`src/hw/rtl/rsi_pkg.sv`:
```
package rsi_pkg;

  localparam int unsigned CHAR_W      = 8;
  localparam int unsigned RADIX_W     = 6;
  localparam int unsigned DIGIT_W     = 6;
  localparam int unsigned RESULT_W    = 32;
  localparam int unsigned QUEUE_DEPTH = 2;

  localparam logic [RADIX_W-1:0] RADIX_MIN   = 6'd2;
  localparam logic [RADIX_W-1:0] RADIX_MAX   = 6'd36;
  localparam logic [RADIX_W-1:0] RADIX_RESET = 6'd10;

  localparam logic [CHAR_W-1:0] CH_NUL   = 8'h00;
  localparam logic [CHAR_W-1:0] CH_TAB   = 8'h09;
  localparam logic [CHAR_W-1:0] CH_LF    = 8'h0A;
  localparam logic [CHAR_W-1:0] CH_VT    = 8'h0B;
  localparam logic [CHAR_W-1:0] CH_FF    = 8'h0C;
  localparam logic [CHAR_W-1:0] CH_CR    = 8'h0D;
  localparam logic [CHAR_W-1:0] CH_SPACE = 8'h20;
  localparam logic [CHAR_W-1:0] CH_PLUS  = 8'h2B;
  localparam logic [CHAR_W-1:0] CH_MINUS = 8'h2D;
  localparam logic [CHAR_W-1:0] CH_0     = 8'h30;
  localparam logic [CHAR_W-1:0] CH_9     = 8'h39;
  localparam logic [CHAR_W-1:0] CH_UA    = 8'h41;
  localparam logic [CHAR_W-1:0] CH_UZ    = 8'h5A;
  localparam logic [CHAR_W-1:0] CH_LA    = 8'h61;
  localparam logic [CHAR_W-1:0] CH_LZ    = 8'h7A;

  typedef enum logic [2:0] {
    KIND_TERM,
    KIND_SPACE,
    KIND_PLUS,
    KIND_MINUS,
    KIND_DIGIT,
    KIND_OTHER
  } kind_e;

  typedef struct packed {
    kind_e               kind;
    logic [DIGIT_W-1:0]  digit;
  } token_t;

endpackage

```
`src/hw/rtl/rsi_char_if.sv`:
```
interface rsi_char_if;
  import rsi_pkg::*;

  logic              valid;
  logic              ready;
  logic [CHAR_W-1:0] char_code;

  modport source (output valid, output char_code, input ready);
  modport sink (input valid, input char_code, output ready);
endinterface

```
`src/hw/rtl/rsi_result_if.sv`:
```
interface rsi_result_if;
  import rsi_pkg::*;

  logic                       valid;
  logic                       ready;
  logic                       ok;
  logic signed [RESULT_W-1:0] value;

  modport source (output valid, output ok, output value, input ready);
  modport sink (input valid, input ok, input value, output ready);
endinterface

```
`src/hw/rtl/radix_string_to_integer.sv`:
```
// Parses a signed integer from a byte stream, one byte per item, in the base held by
// the radix register (2 to 36, reset 10; any other value makes every result fail).
// Leading whitespace is skipped, one sign is taken, then digits 0-9 and A-Z/a-z are
// accumulated until the first byte that is not a digit of the base; later bytes are
// ignored until the zero byte, which yields one result item (ok, value) and clears
// the parse. The value wraps modulo 2^VALUE_WIDTH, is sign-extended or cut to 32 bits,
// and is 0 when ok is 0. The block takes one byte per cycle while the queue has room:
// the front classifies a byte in the cycle it arrives, a two-entry queue decouples it
// from the back, whose single multiply-add per cycle sets the rate. A result waits in
// an output register; while it stalls, the next terminator and the bytes behind it wait.
// Write the radix only while no string is in flight.
module radix_string_to_integer #(
  parameter int unsigned VALUE_WIDTH = 32
) (
  input  logic                        clk_i,
  input  logic                        rst_ni,
  rsi_char_if.sink                    char_i,
  rsi_result_if.source                result_o,
  input  logic                        cfg_we_i,
  input  logic [rsi_pkg::RADIX_W-1:0] cfg_wdata_i
);
  import rsi_pkg::*;

  logic [RADIX_W-1:0] radix_q;
  token_t             front_tok;
  token_t             queue_tok;
  logic               queue_full;
  logic               queue_empty;
  logic               queue_pop;

  // radix register
  always_ff @(posedge clk_i or negedge rst_ni) begin
    if (!rst_ni) begin
      radix_q <= RADIX_RESET;
    end else if (cfg_we_i) begin
      radix_q <= cfg_wdata_i;
    end
  end

  // front: classify the incoming byte
  rsi_front u_front (
    .char_code_i (char_i.char_code),
    .token_o     (front_tok)
  );

  // byte is accepted whenever the queue has room
  assign char_i.ready = !queue_full;

  rsi_queue u_queue (
    .clk_i       (clk_i),
    .rst_ni      (rst_ni),
    .push_i      (char_i.valid),
    .push_data_i (front_tok),
    .full_o      (queue_full),
    .pop_i       (queue_pop),
    .empty_o     (queue_empty),
    .pop_data_o  (queue_tok)
  );

  // back: parse state, multiply-add and the result register
  rsi_back #(
    .VALUE_WIDTH (VALUE_WIDTH)
  ) u_back (
    .clk_i       (clk_i),
    .rst_ni      (rst_ni),
    .radix_i     (radix_q),
    .tok_valid_i (!queue_empty),
    .tok_i       (queue_tok),
    .tok_pop_o   (queue_pop),
    .result_o    (result_o)
  );

endmodule

```
`src/hw/rtl/rsi_front.sv`:
```
module rsi_front (
  input  logic [rsi_pkg::CHAR_W-1:0] char_code_i,
  output rsi_pkg::token_t            token_o
);
  import rsi_pkg::*;

  logic [CHAR_W-1:0] c;

  assign c = char_code_i;

  // byte classification, digit value where there is one
  always_comb begin
    token_o.kind  = KIND_OTHER;
    token_o.digit = '0;
    if (c == CH_NUL) begin
      token_o.kind = KIND_TERM;
    end else if (c == CH_SPACE || c == CH_TAB || c == CH_LF ||
                 c == CH_CR || c == CH_FF || c == CH_VT) begin
      token_o.kind = KIND_SPACE;
    end else if (c == CH_PLUS) begin
      token_o.kind = KIND_PLUS;
    end else if (c == CH_MINUS) begin
      token_o.kind = KIND_MINUS;
    end else if (c >= CH_0 && c <= CH_9) begin
      token_o.kind  = KIND_DIGIT;
      token_o.digit = DIGIT_W'(c - CH_0);
    end else if (c >= CH_UA && c <= CH_UZ) begin
      token_o.kind  = KIND_DIGIT;
      token_o.digit = DIGIT_W'(c - CH_UA + 8'd10);
    end else if (c >= CH_LA && c <= CH_LZ) begin
      token_o.kind  = KIND_DIGIT;
      token_o.digit = DIGIT_W'(c - CH_LA + 8'd10);
    end
  end

endmodule

```
`src/hw/rtl/rsi_queue.sv`:
```
module rsi_queue (
  input  logic            clk_i,
  input  logic            rst_ni,
  input  logic            push_i,
  input  rsi_pkg::token_t push_data_i,
  output logic            full_o,
  input  logic            pop_i,
  output logic            empty_o,
  output rsi_pkg::token_t pop_data_o
);
  import rsi_pkg::*;

  localparam int unsigned PTR_W = (QUEUE_DEPTH > 1) ? $clog2(QUEUE_DEPTH) : 1;
  localparam int unsigned CNT_W = $clog2(QUEUE_DEPTH + 1);

  token_t           mem_q [QUEUE_DEPTH];
  logic [PTR_W-1:0] wr_ptr_q, wr_ptr_d;
  logic [PTR_W-1:0] rd_ptr_q, rd_ptr_d;
  logic [CNT_W-1:0] count_q, count_d;
  logic             do_push, do_pop;

  assign full_o     = (count_q == CNT_W'(QUEUE_DEPTH));
  assign empty_o    = (count_q == '0);
  assign do_push    = push_i && !full_o;
  assign do_pop     = pop_i && !empty_o;
  assign pop_data_o = mem_q[rd_ptr_q];

  always_comb begin
    wr_ptr_d = wr_ptr_q;
    rd_ptr_d = rd_ptr_q;
    count_d  = count_q;
    if (do_push) begin
      wr_ptr_d = (wr_ptr_q == PTR_W'(QUEUE_DEPTH - 1)) ? '0 : wr_ptr_q + 1'b1;
    end
    if (do_pop) begin
      rd_ptr_d = (rd_ptr_q == PTR_W'(QUEUE_DEPTH - 1)) ? '0 : rd_ptr_q + 1'b1;
    end
    if (do_push && !do_pop) begin
      count_d = count_q + 1'b1;
    end else if (do_pop && !do_push) begin
      count_d = count_q - 1'b1;
    end
  end

  always_ff @(posedge clk_i or negedge rst_ni) begin
    if (!rst_ni) begin
      wr_ptr_q <= '0;
      rd_ptr_q <= '0;
      count_q  <= '0;
    end else begin
      wr_ptr_q <= wr_ptr_d;
      rd_ptr_q <= rd_ptr_d;
      count_q  <= count_d;
    end
  end

  always_ff @(posedge clk_i) begin
    if (do_push) begin
      mem_q[wr_ptr_q] <= push_data_i;
    end
  end

endmodule

```
`src/hw/rtl/rsi_back.sv`:
```
module rsi_back #(
  parameter int unsigned VALUE_WIDTH = 32
) (
  input  logic                        clk_i,
  input  logic                        rst_ni,
  input  logic [rsi_pkg::RADIX_W-1:0] radix_i,
  input  logic                        tok_valid_i,
  input  rsi_pkg::token_t             tok_i,
  output logic                        tok_pop_o,
  rsi_result_if.source                result_o
);
  import rsi_pkg::*;

  localparam logic [1:0] PH_SPACE  = 2'd0;
  localparam logic [1:0] PH_DIGITS = 2'd1;
  localparam logic [1:0] PH_DONE   = 2'd2;

  logic [1:0]             phase_q, phase_d;
  logic                   neg_q, neg_d;
  logic [VALUE_WIDTH-1:0] acc_q, acc_d;
  logic                   seen_q, seen_d;

  logic                   res_valid_q, res_valid_d;
  logic                   res_ok_q, res_ok_d;
  logic [RESULT_W-1:0]    res_value_q, res_value_d;

  logic                   is_term;
  logic                   digit_ok;
  logic                   radix_ok;
  logic                   result_ok;
  logic [VALUE_WIDTH-1:0] mac;
  logic [VALUE_WIDTH-1:0] signed_acc;

  assign is_term   = (tok_i.kind == KIND_TERM);
  assign digit_ok  = (tok_i.kind == KIND_DIGIT) && (tok_i.digit < radix_i);
  assign radix_ok  = (radix_i >= RADIX_MIN) && (radix_i <= RADIX_MAX);
  assign result_ok = seen_q && radix_ok;

  // one multiply-add per digit, wrapping at the value width
  assign mac = acc_q * {{(VALUE_WIDTH-RADIX_W){1'b0}}, radix_i}
             + {{(VALUE_WIDTH-DIGIT_W){1'b0}}, tok_i.digit};

  assign signed_acc = neg_q ? (~acc_q + 1'b1) : acc_q;

  // a terminator needs the output slot, anything else drains freely
  assign tok_pop_o = tok_valid_i && (!is_term || !res_valid_q || result_o.ready);

  always_comb begin
    phase_d     = phase_q;
    neg_d       = neg_q;
    acc_d       = acc_q;
    seen_d      = seen_q;
    res_valid_d = res_valid_q && !result_o.ready;
    res_ok_d    = res_ok_q;
    res_value_d = res_value_q;
    if (tok_pop_o) begin
      if (is_term) begin
        res_valid_d = 1'b1;
        res_ok_d    = result_ok;
        res_value_d = result_ok ? RESULT_W'(signed'(signed_acc)) : '0;
        phase_d     = PH_SPACE;
        neg_d       = 1'b0;
        acc_d       = '0;
        seen_d      = 1'b0;
      end else begin
        case (phase_q)
          PH_SPACE: begin
            if (tok_i.kind == KIND_PLUS || tok_i.kind == KIND_MINUS) begin
              phase_d = PH_DIGITS;
              neg_d   = (tok_i.kind == KIND_MINUS);
            end else if (tok_i.kind != KIND_SPACE) begin
              if (digit_ok) begin
                phase_d = PH_DIGITS;
                acc_d   = mac;
                seen_d  = 1'b1;
              end else begin
                phase_d = PH_DONE;
              end
            end
          end
          PH_DIGITS: begin
            if (digit_ok) begin
              acc_d  = mac;
              seen_d = 1'b1;
            end else begin
              phase_d = PH_DONE;
            end
          end
          default: begin
            phase_d = phase_q;
          end
        endcase
      end
    end
  end

  always_ff @(posedge clk_i or negedge rst_ni) begin
    if (!rst_ni) begin
      phase_q     <= PH_SPACE;
      neg_q       <= 1'b0;
      acc_q       <= '0;
      seen_q      <= 1'b0;
      res_valid_q <= 1'b0;
    end else begin
      phase_q     <= phase_d;
      neg_q       <= neg_d;
      acc_q       <= acc_d;
      seen_q      <= seen_d;
      res_valid_q <= res_valid_d;
    end
  end

  always_ff @(posedge clk_i) begin
    res_ok_q    <= res_ok_d;
    res_value_q <= res_value_d;
  end

  assign result_o.valid = res_valid_q;
  assign result_o.ok    = res_ok_q;
  assign result_o.value = signed'(res_value_q);

endmodule

```
`src/flat_wrapper.sv`:
```
// flat-port wrapper written by rule: the top's interface ports become plain ports
module radix_string_to_integer_flat import rsi_pkg::*;
#(
  parameter int unsigned VALUE_WIDTH = 32
)
  (clk_i, rst_ni, cfg_we_i, cfg_wdata_i, char_i_valid, char_i_char_code, char_i_ready, result_o_valid, result_o_ok, result_o_value, result_o_ready);
  rsi_char_if char_i_i ();
  rsi_result_if result_o_i ();
  input  logic clk_i;
  input  logic rst_ni;
  input  logic cfg_we_i;
  input  logic [rsi_pkg::RADIX_W-1:0] cfg_wdata_i;
  input wire logic [$bits(char_i_i.valid)-1:0] char_i_valid;
  input wire logic [$bits(char_i_i.char_code)-1:0] char_i_char_code;
  output wire logic [$bits(char_i_i.ready)-1:0] char_i_ready;
  output wire logic [$bits(result_o_i.valid)-1:0] result_o_valid;
  output wire logic [$bits(result_o_i.ok)-1:0] result_o_ok;
  output wire logic [$bits(result_o_i.value)-1:0] result_o_value;
  input wire logic [$bits(result_o_i.ready)-1:0] result_o_ready;
  assign char_i_i.valid = char_i_valid;
  assign char_i_i.char_code = char_i_char_code;
  assign char_i_ready = char_i_i.ready;
  assign result_o_valid = result_o_i.valid;
  assign result_o_ok = result_o_i.ok;
  assign result_o_value = result_o_i.value;
  assign result_o_i.ready = result_o_ready;
  radix_string_to_integer #(.VALUE_WIDTH(VALUE_WIDTH)) u_core (.clk_i(clk_i), .rst_ni(rst_ni), .char_i(char_i_i), .result_o(result_o_i), .cfg_we_i(cfg_we_i), .cfg_wdata_i(cfg_wdata_i));
endmodule
```
`config.mk`:
```
export PLATFORM = sky130hd
export DESIGN_NAME = radix_string_to_integer_flat
export DESIGN_NICKNAME = d
export VERILOG_FILES = /design/src/hw/rtl/rsi_pkg.sv /design/src/hw/rtl/rsi_char_if.sv /design/src/hw/rtl/rsi_result_if.sv /design/src/hw/rtl/radix_string_to_integer.sv /design/src/hw/rtl/rsi_front.sv /design/src/hw/rtl/rsi_queue.sv /design/src/hw/rtl/rsi_back.sv /design/src/flat_wrapper.sv
export SDC_FILE = /design/constraint.sdc
export NUM_CORES = 1
export LEC_CHECK = 0
export BUFFER_PORTS_ARGS = -buffer_cell sky130_fd_sc_hd__buf_4
export CAP_MARGIN = 20
export CELL_PAD_IN_SITES_DETAIL_PLACEMENT = 1
export CELL_PAD_IN_SITES_GLOBAL_PLACEMENT = 1
export CORE_MARGIN = 3
export CORE_UTILIZATION = 46
export CTS_BUF_LIST = sky130_fd_sc_hd__clkbuf_4 sky130_fd_sc_hd__clkbuf_8
export DETAILED_ROUTE_END_ITERATION = 16
export GPL_TIMING_DRIVEN = 0
export HOLD_SLACK_MARGIN = 0.08
export PLACE_DENSITY_LB_ADDON = 0.12
export SKIP_CTS_REPAIR_TIMING = 1
export SYNTH_ARGS = -nofsm -noshare
export SYNTH_HDL_FRONTEND = slang
export SYNTH_SLANG_ARGS = --single-unit
```
`constraint.sdc`:
```
create_clock -name clk_i -period 4.96 [get_ports clk_i]
set_input_delay 0.496 -clock clk_i [delete_from_list [all_inputs] [get_ports clk_i]]
set_output_delay 0.496 -clock clk_i [all_outputs]
set_load 0.01 [all_outputs]
```
; Word level (Yosys, flattened, before mapping)
; Memories as Yosys holds them, arrays and structs flattened.
; Cells that the tools add are included.
[word_totals]
memories = 1
out_inout_bits = 35
wordCells = 130
register_bits = 80
ramBits = 18
[op_classes]
mux = 39
addsub = 11
eq_ne = 18
order_cmp = 9
multipliers = 1
n_reduce_logical = 39
n_bitwise = 1
[mem_list]
columns = name, depth, word_bits, rd, rd_ports_with_merged_regs, write_ports, line
row1 = u_core.u_queue.mem_q, 2, 9, 1, 0, 1, rsi_queue.sv:16  ; token_t mem_q [QUEUE_DEPTH];
[ops]
columns = cell, n
row1 = two-way mux 32 bit, 5
row2 = one-hot mux 32 bit (2 select lines), 1
row3 = "equality test 8 x 4 -> 1 bit, second input constant", 5
row4 = "adder 32 x 1 -> 32 bit, second input constant", 1
row5 = adder 32 x 6 -> 32 bit, 1
row6 = multiplier 32 x 6 -> 32 bit, 1
row7 = inverter 32 bit, 1
row8 = "equality test 8 x 6 -> 1 bit, second input constant", 3
row9 = two-way mux 6 bit, 4
row10 = two-way mux 9 bit, 2
row11 = ">= comparator 8 x 7 -> 1 bit, second input constant", 2
row12 = "less-or-equal comparator 8 x 7 -> 1 bit, second input constant", 2
row13 = two-way mux 2 bit, 7
row14 = two-way mux 1 bit, 13
row15 = "adder 6 x 4 -> 6 bit, second input constant", 2
row16 = logical AND 1 bit, 12
row17 = two-way mux 3 bit, 4
row18 = "subtractor 6 bit, second input constant", 2
row19 = "inequality test 3 bit, second input constant", 3
row20 = ">= comparator 8 x 6 -> 1 bit, second input constant", 1
row21 = "less-or-equal comparator 8 x 6 -> 1 bit, second input constant", 1
row22 = logical NOT 8 bit, 1
row23 = logical OR 1 bit, 8
row24 = AND reduction 4 bit, 2
row25 = other kinds (23), 34

; Logic depth before layout (Yosys ltp)
; Gate-level depths: netlist of run 1.
; An unclocked memory read counts as a cell.
[logic_depth]
ltp_word = 10
mapped_depth = 20

; Hierarchy
; A second synthesis of run 1 with hierarchy kept.
[unflattened]
cells_unflattened = 1078
area_unflattened_um2 = 10670.2
[modules_own_cells]
columns = module, cells_each, area_per_inst_um2, instances
row1 = rsi_back, 933, 8946.1, 1
row2 = rsi_queue, 47, 853.3, 1
row3 = rsi_front, 83, 609.3, 1
row4 = radix_string_to_integer, 15, 261.5, 1

; Least setup slack after synthesis of run 1
; OpenSTA, ideal clock, no wires.
[synth_path]
kind = reg2reg
startpoint = reg u_core.radix_q[3]
endpoint = reg u_core.u_back.acc_q[30]
path_stages_with_launch = 20
required_ps = 4865
arrival_ps = 5169
slack_ps = -304
cell_sequence = dfstp_2 > clkbuf_1 > clkbuf_1 > nand2_1 > fa_1 > fa_1 > inv_1 > fa_1 > inv_1 > fa_1 > inv_1 > ha_1 > a21oi_1 > o211ai_1 > a211oi_1 > nand2_1 > a21oi_1 > o311ai_0 > and3_1 > o31ai_1
[synth_between]
elab_chain_cells = 7
[synth_rtl]
columns = item, line
row1 = from (decl), radix_string_to_integer.sv:24  ; logic [RADIX_W-1:0] radix_q;
row2 = from (signal assigned), radix_string_to_integer.sv:36  ; radix_q <= cfg_wdata_i;
row3 = multiplier 32 x 6 -> 32 bit / < comparator 6 bit (equally long branches), "rsi_back.sv:40, rsi_back.sv:35"
row4 = adder 32 x 6 -> 32 bit / logical AND 1 bit (equally long branches), "rsi_back.sv:41, rsi_back.sv:35"
row5 = two-way mux 32 bit *, "rsi_back.sv:72, rsi_back.sv:82"
row6 = two-way mux 32 bit, rsi_back.sv:71  ; end else if (tok_i.kind != KIND_SPACE) begin
row7 = two-way mux 32 bit, rsi_back.sv:68  ; if (tok_i.kind == KIND_PLUS || tok_i.kind == KIND_MINUS) begin
row8 = one-hot mux 32 bit (2 select lines) *, rsi_back.sv:66  ; case (phase_q)
row9 = two-way mux 32 bit *, rsi_back.sv:57  ; if (is_term) begin
row10 = to (signal assigned), rsi_back.sv:101  ; acc_q <= '0;
row11 = to (signal assigned), rsi_back.sv:107  ; acc_q <= acc_d;
row12 = to (decl), rsi_back.sv:20  ; logic [VALUE_WIDTH-1:0] acc_q, acc_d;
; Mark *: on every way between the ends. The rest lies on a longest branch, timed or not. The select of a mux whose other input is x is not followed.
; A chain may end at the register's enable or synchronous reset.

; Worst setup path after layout of run 1
; Ends and elaborated chain as after synthesis.

==> results of run 1 <==
[sequential cells by signal (all words and copies together) (netlist names)]
register,cells
u_core.radix_q,6
u_core.u_queue.mem_q,18
u_core.u_back.result_o.value,32
u_core.u_queue.wr_ptr_q,1
u_core.u_back.seen_q,1
u_core.u_queue.count_q,2
u_core.u_back.result_o.ok,1
u_core.u_back.phase_q,2
u_core.u_back.result_o.valid,1
u_core.u_back.neg_q,1
u_core.u_back.acc_q,32
u_core.u_queue.rd_ptr_q,1
[cells by family (layout without fill, tap and decap cells)]
family	count (synthesis)	count (layout)	synth area share, %
buffers and inverters	126	226	4.71
adders and majority gates	193	193	31.2
xor gates and xnor gates	71	71	5.96
AOI/OAI and AO/OA	177	177	10.5
muxes	13	13	1.31
and+or+nand+nor	387	387	20.3
DFF	98	98	26.0
[critical path: cells and delay by family (launching register included)]
kind / cells / cell delay [ns]
AND/OR/NAND/NOR: 1 / 0.15
adder cells (fa/ha/maj): 5 / 2.21
buffers and inverters: 2 / 0.26
flip-flops: 1 / 0.68
AO/OA/AOI/OAI: 8 / 1.66
[metrics by stage]
stage	util, %	cells	setup slack (ns)
after detailed placement	51.0	1398	-1.43
after CTS	51.9	1414	-1.51
after floorplan	-	1065	0.000739
final	55.4	1445	-0.0780
after global routing	55.4	1445	-0.249
after global placement	50.9	1397	-1.36
[layer usage]
layer / track usage [%] / vias up / routed length, um
li1: - / 3775 / -
met1: 33.6 / 4254 / 13500
met2: 45.5 / 165 / 16400
met3: 3.40 / 41 / 1130
met4: 7.21 / 0 / 625
met5: 0 / - / 0
[how the worst max path moves through the flow]
stage / end / slack, ns / depth (start not counted)
floorplan: u_core.u_back.acc_q[30]$_DFFE_PN0P_ / 0.0007 / 19
global placement: u_core.u_back.acc_q[30]$_DFFE_PN0P_ / -1.36 / 19
detailed placement: u_core.u_back.acc_q[30]$_DFFE_PN0P_ / -1.43 / 19
CTS: u_core.u_back.acc_q[30]$_DFFE_PN0P_ / -1.51 / 19
global route: u_core.u_back.acc_q[24]$_DFFE_PN0P_ / -0.25 / 21
finish: u_core.u_back.acc_q[30]$_DFFE_PN0P_ / -0.08 / 16
[area by class of cell]
class / count / area, um^2
inverter: 63 / 240
tap: 280 / 350
fill: 2462 / 9810
sequential: 98 / 2720
multi-input combinational: 841 / 7640
clock buffer: 9 / 124
buffer: 52 / 292
clock inverter: 7 / 81.3
timing repair buffer: 95 / 766
[Yosys cell counts (3+ instances only)]
master	instances	area share [%]
mux2i_1	8	0.77
nand2_1	54	1.9
or3_1	8	0.48
a21oi_1	37	1.8
ha_1	81	9.7
mux2_2	5	0.54
nor3b_1	4	0.29
and2_1	144	8.6
nand3_1	43	2.1
o211ai_1	4	0.29
nor2b_1	7	0.42
buf_2	8	0.38
xnor2_1	29	2.4
or3_4	4	0.43
edfxtp_1	51	15
clkbuf_1	51	1.8
and3_1	6	0.36
nor2_1	68	2.4
o31ai_1	17	1.2
o21a_1	7	0.50
nand4_1	5	0.30
dfrtp_1	45	11
nor3_1	11	0.53
a31oi_1	5	0.30
a21boi_0	3	0.22
inv_1	62	2.2
fa_1	112	21
o41ai_1	4	0.34
a21o_1	12	0.86
o21ai_1	4	0.19
nand2b_1	8	0.48
and2_2	6	0.43
o21ai_0	60	2.9
a211oi_1	6	0.43
nor4_1	3	0.18
nand3b_1	3	0.22
xor2_1	42	3.5
[where the power goes]
part | internal, mW | switching, mW | total [mW]
combinational | 1.33 | 1.74 | 3.06
clock | 0.202 | 0.383 | 0.585
sequential | 1.04 | 0.143 | 1.18
==> impl_metrics.yaml, run 1 <==
floorplan:
  io_pins: 54
  die_area_um2: 24500
  coreArea_um2: 22000
  die_w_um: 157
  rows: 54
  die_h_um: 157
  initial_core_util_pct: 47.3
min_path:
  min_path_type: "in -> async"
clock_network:
  clock_sinks: 98
  cts_tree: "done"
  h-tree-depth: 3
  clk_path_buf_depth: 2
  clk_pin_slew_worst_paths_ns: 0.14
  root_buffer: "clkbuf_8"
  cts_buffers: 9
  clock_latency_ns: 0.42
setup_path:
  rrSetupSlack_ns: -0.08
  cpMostUsedCell: "fa_1"
  crit_chain: "buf_6 > buf_6 > and2_1 > fa_1 > fa_1 > fa_1 > ha_1 > ha_1 > a21o_1 > a21oi_1 > o211a_1 > o21ai_0 > a21oi_4 > o311ai_4 > a21oi_1 > o31ai_4"
  worstPathRequired_ns: 5.31
  critPathSlowestCell: "dfstp_4"
  critPathMaxStageDelay_ns: 0.68
  critPathKind: "reg -> reg"
  worst_r2r_path_depth: 16
  cp-startpoint: "u_core.radix_q[3]$_DFFE_PN1P_"
  path_max_fanout: 10
  r2r-start: "u_core.radix_q[3]$_DFFE_PN1P_"
  startpoint_type: "flip-flop"
  worstPathArrival_ns: 5.38
  reg2reg_to: "u_core.u_back.acc_q[30]$_DFFE_PN0P_"
  end_kind: "flip-flop"
pwr:
  leakagePower_nw: 5.81
  power_mw: 4.82
  powerDensity_nw_per_um2: 395
  vdd_drop_max_mv: 0.243
synth:
  avgSynthCellArea_um2: 9.79
  synth_fp_nets: 1277
  synth_edf_count: 51
  ys.flop_type: "edfxtp_1"
  async_flop_share_pct: 48.0
  netlist_area_um2: 10400
  yosys_warnings: 0
  ys_seq_elements: 98
  ys_seq_area_share_pct: 26.0
  synthCells: 1065
  ys_types: 68
layout:
  n_antenna_cell: 0
  final_common_cell: "and2_1"
  area_growth_pct: 17.1
  mostFrequentLayoutCells: "and2_1 (140), fa_1 (110), buf_4 (91)"
  fin_nets: 1372
  final_area_um2: 12200
  drive_gt1_share_pct: 19.1
timing:
  finalSetupViolations: 6
  hold_violations: 0
  rsz0062_at_grt: "yes"
  fmax_mhz: 198
  hold_slack_ns: 0.123
  tightest_slew_ns: 0.840
  drv_slew: 0
  period_share_pct: 102
  tns_ns: -0.267
  fin_crit_ns: 5.04
  skew_ns: 0.0226
  relSlewSlack_pct: 43.9
  timing.final.ws_setup_ns: -0.0780
outcome:
  violations: "setup timing"
  run_status: "finished, violations left"
route:
  num_vias: 8235
  drt_first_pass_iters: 8
  totalWireLength_um: 31600
  avgRoutedWirePerCell_um: 21.9
  vias_per_cell: 5.70
  ant_nets: 0
  remaining_drc_errors: 0
  drt_iter0_drc: 300
global_routing:
  grt_util_all_layers_pct: 25.8
  grt_max_degree: 48
  grt_antenna_before_repair: 0
  grt-ovfl-total: 0
  grt_pass1_wl_um: 49100
  grt_pass1_vias: 8969
place:
  place.gp.congestion: 0.869
  place_area_um2: 11200
  dp.final_hpwl_um: 23700
  port_buffers: 52
job:
  maxCapViolations: 0
Note: power is estimated with default switching activity, not from simulation.
==> run 2: changes to the inputs <==
Settings changed: CORE_UTILIZATION 46 to 51.
Clock period 4.96 ns to 5.6 ns, I/O delays scaled along.
==> impl_metrics.yaml, run 2 (synthesis results as in run 1) <==
setup_path:
  end_kind: "flip-flop"
  worstPathRequired_ns: 5.96
  path_max_fanout: 10
  rrSetupSlack_ns: 0.22
  critPathKind: "reg -> reg"
  startpoint_type: "flip-flop"
  path_buf_inv: 4
  r2r-start: "u_core.radix_q[3]$_DFFE_PN1P_"
  cpLargestDelayFamily: "adder cells"
  cp-startpoint: "u_core.radix_q[3]$_DFFE_PN1P_"
  reg2reg_to: "u_core.u_back.acc_q[31]$_DFFE_PN0P_"
  worst_r2r_path_depth: 17
  endpoint: "u_core.u_back.acc_q[31]$_DFFE_PN0P_"
  crit_chain: "buf_6 > nand2_1 > fa_1 > fa_1 > inv_1 > fa_1 > inv_1 > fa_1 > inv_1 > ha_2 > o2111ai_1 > a211oi_4 > o2111ai_2 > a211oi_2 > nor3b_1 > or3_1 > nand3_1"
  path_depth: 17
  cpMostUsedCell: "fa_1"
  critPathMaxStageDelay_ns: 0.70
  critPathSlowestCell: "dfstp_4"
  worstPathArrival_ns: 5.74
job:
  maxCapViolations: 0
floorplan:
  initial_core_util_pct: 52.7
  coreArea_um2: 19800
  die_h_um: 149
  die_w_um: 149
  die_area_um2: 22200
  rows: 51
  io_pins: 54
outcome:
  run_status: "complete, no violations"
pwr:
  pwr-share-clk_pct: 12.3
  p_switching_mw: 1.95
  p_comb_share_pct: 62.9
  intPower_mw: 2.16
  p_sw_share_pct: 47.4
  powerDensity_nw_per_um2: 356
  vdd_drop_max_mv: 0.185
  power_mw: 4.10
  leakagePower_nw: 5.59
  seqPwrFrac_pct: 24.8
layout:
  nFillCells: 2258
  drive_gt1_share_pct: 11.9
  final_common_cell: "and2_1"
  multi_input_area_um2: 7280
  fin_nets: 1346
  n_antenna_cell: 0
  final_area_um2: 11500
  seq_area_um2: 2720
  area_growth_pct: 10.7
  mostFrequentLayoutCells: "and2_1 (144), fa_1 (112), ha_1 (80)"
clock_network:
  cts_tree: "done"
  h-tree-depth: 3
  cts_buffers: 9
  clk_pin_slew_worst_paths_ns: 0.13
  root_buffer: "clkbuf_8"
  clock_latency_ns: 0.42
  clock_sinks: 98
  clk_path_buf_depth: 2
place:
  place_area_um2: 11200
  place.gp.congestion: 0.873
  port_buffers: 52
  dp.final_hpwl_um: 23200
route:
  ant_nets: 0
  vias_per_cell: 5.77
  remaining_drc_errors: 0
  num_vias: 8103
  avgRoutedWirePerCell_um: 21.1
  drt_iter0_drc: 351
  drt_first_pass_iters: 4
  totalWireLength_um: 29600
timing:
  finalSetupViolations: 0
  fin_crit_ns: 5.38
  relSlewSlack_pct: 41.4
  drv_slew: 0
  skew_ns: 0.0227
  fmax_mhz: 186
  tightest_slew_ns: 0.878
  hold_violations: 0
  period_share_pct: 96.0
global_routing:
  grt_antenna_before_repair: 0
  grt-ovfl-total: 0
  grt_pass1_vias: 8855
  grt_util_all_layers_pct: 28.0
  grt_max_degree: 48
  grt_pass1_wl_um: 48000
min_path:
  min_path_type: "in -> async"
==> run 2: cell types whose count changed in the layout (fill, tap and decap cells not counted), moves of 5 or more <==
cell | before | now
a21oi_1 | 28 | 35
buf_4 | 91 | 62
buf_6 | 10 | 2
clkbuf_1 | 27 | 36
ha_1 | 70 | 80
ha_4 | 9 | 0
inv_1 | 57 | 62
o21ai_0 | 44 | 57
o21ai_1 | 18 | 7
==> run 2: area by class of cell <==
cell class              instances  area share (%)
clock buffers                   9            1.07
plain buffers                  57            2.25
clock inverters                 7           0.704
flip-flops and latches         98            23.5
well taps                     265            2.87
multi-input cells             841            63.1
repair buffers                 64            4.44
inverters                      63            2.05
==> run 2: power groups by stage <==
stage	Combinational [mW]	Clock, mW	Sequential (mW)
after detailed placement	2.54	0	1.02
after global placement	2.41	0	1.02
final	2.58	0.504	1.02
after CTS	2.56	0.502	1.01
after global routing	2.90	0.536	1.03
after floorplan	1.87	0	1.00
==> run 2: worst min-delay path by stage <==
stage / to / slack, ns / startpoint / cells after the start
after detailed placement: u_core.u_queue.wr_ptr_q$_DFFE_PN0P_ / 0.49 / u_core.u_queue.wr_ptr_q$_DFFE_PN0P_ / 1
after global routing: u_core.u_back.acc_q[23]$_DFFE_PN0P_ / 0.23 / rst_ni / 1
final: u_core.u_back.acc_q[23]$_DFFE_PN0P_ / 0.19 / rst_ni / 1
after global placement: u_core.u_queue.wr_ptr_q$_DFFE_PN0P_ / 0.48 / u_core.u_queue.wr_ptr_q$_DFFE_PN0P_ / 1
after CTS: u_core.u_back.acc_q[23]$_DFFE_PN0P_ / 0.21 / rst_ni / 1
after floorplan: u_core.radix_q[0]$_DFFE_PN0P_ / 0.26 / rst_ni / 0
==> run 2: through the flow <==
stage               setup slack (ns)  std cells  hold WS (ns)  util (%)  TNS [ns]
floorplan                      0.336       1065         0.264         -         0
global placement               -1.16       1382         0.482      56.4    -13.22
detailed placement             -1.19       1383         0.491      56.5    -14.64
CTS                            -1.28       1399         0.213      57.5    -16.41
global route                 -0.0320       1404         0.234      58.4   -0.0785
finish                         0.223       1404         0.193      58.4         0
==> run 2: per-layer routing <==
layer / GRT usage, % / vias up / part of all wire (%)
met5: 0 / - / 0
met4: 9.38 / 0 / 2.8
li1: - / 3728 / -
met1: 35.5 / 4105 / 41
met3: 3.92 / 52 / 5.2
met2: 49.3 / 218 / 51
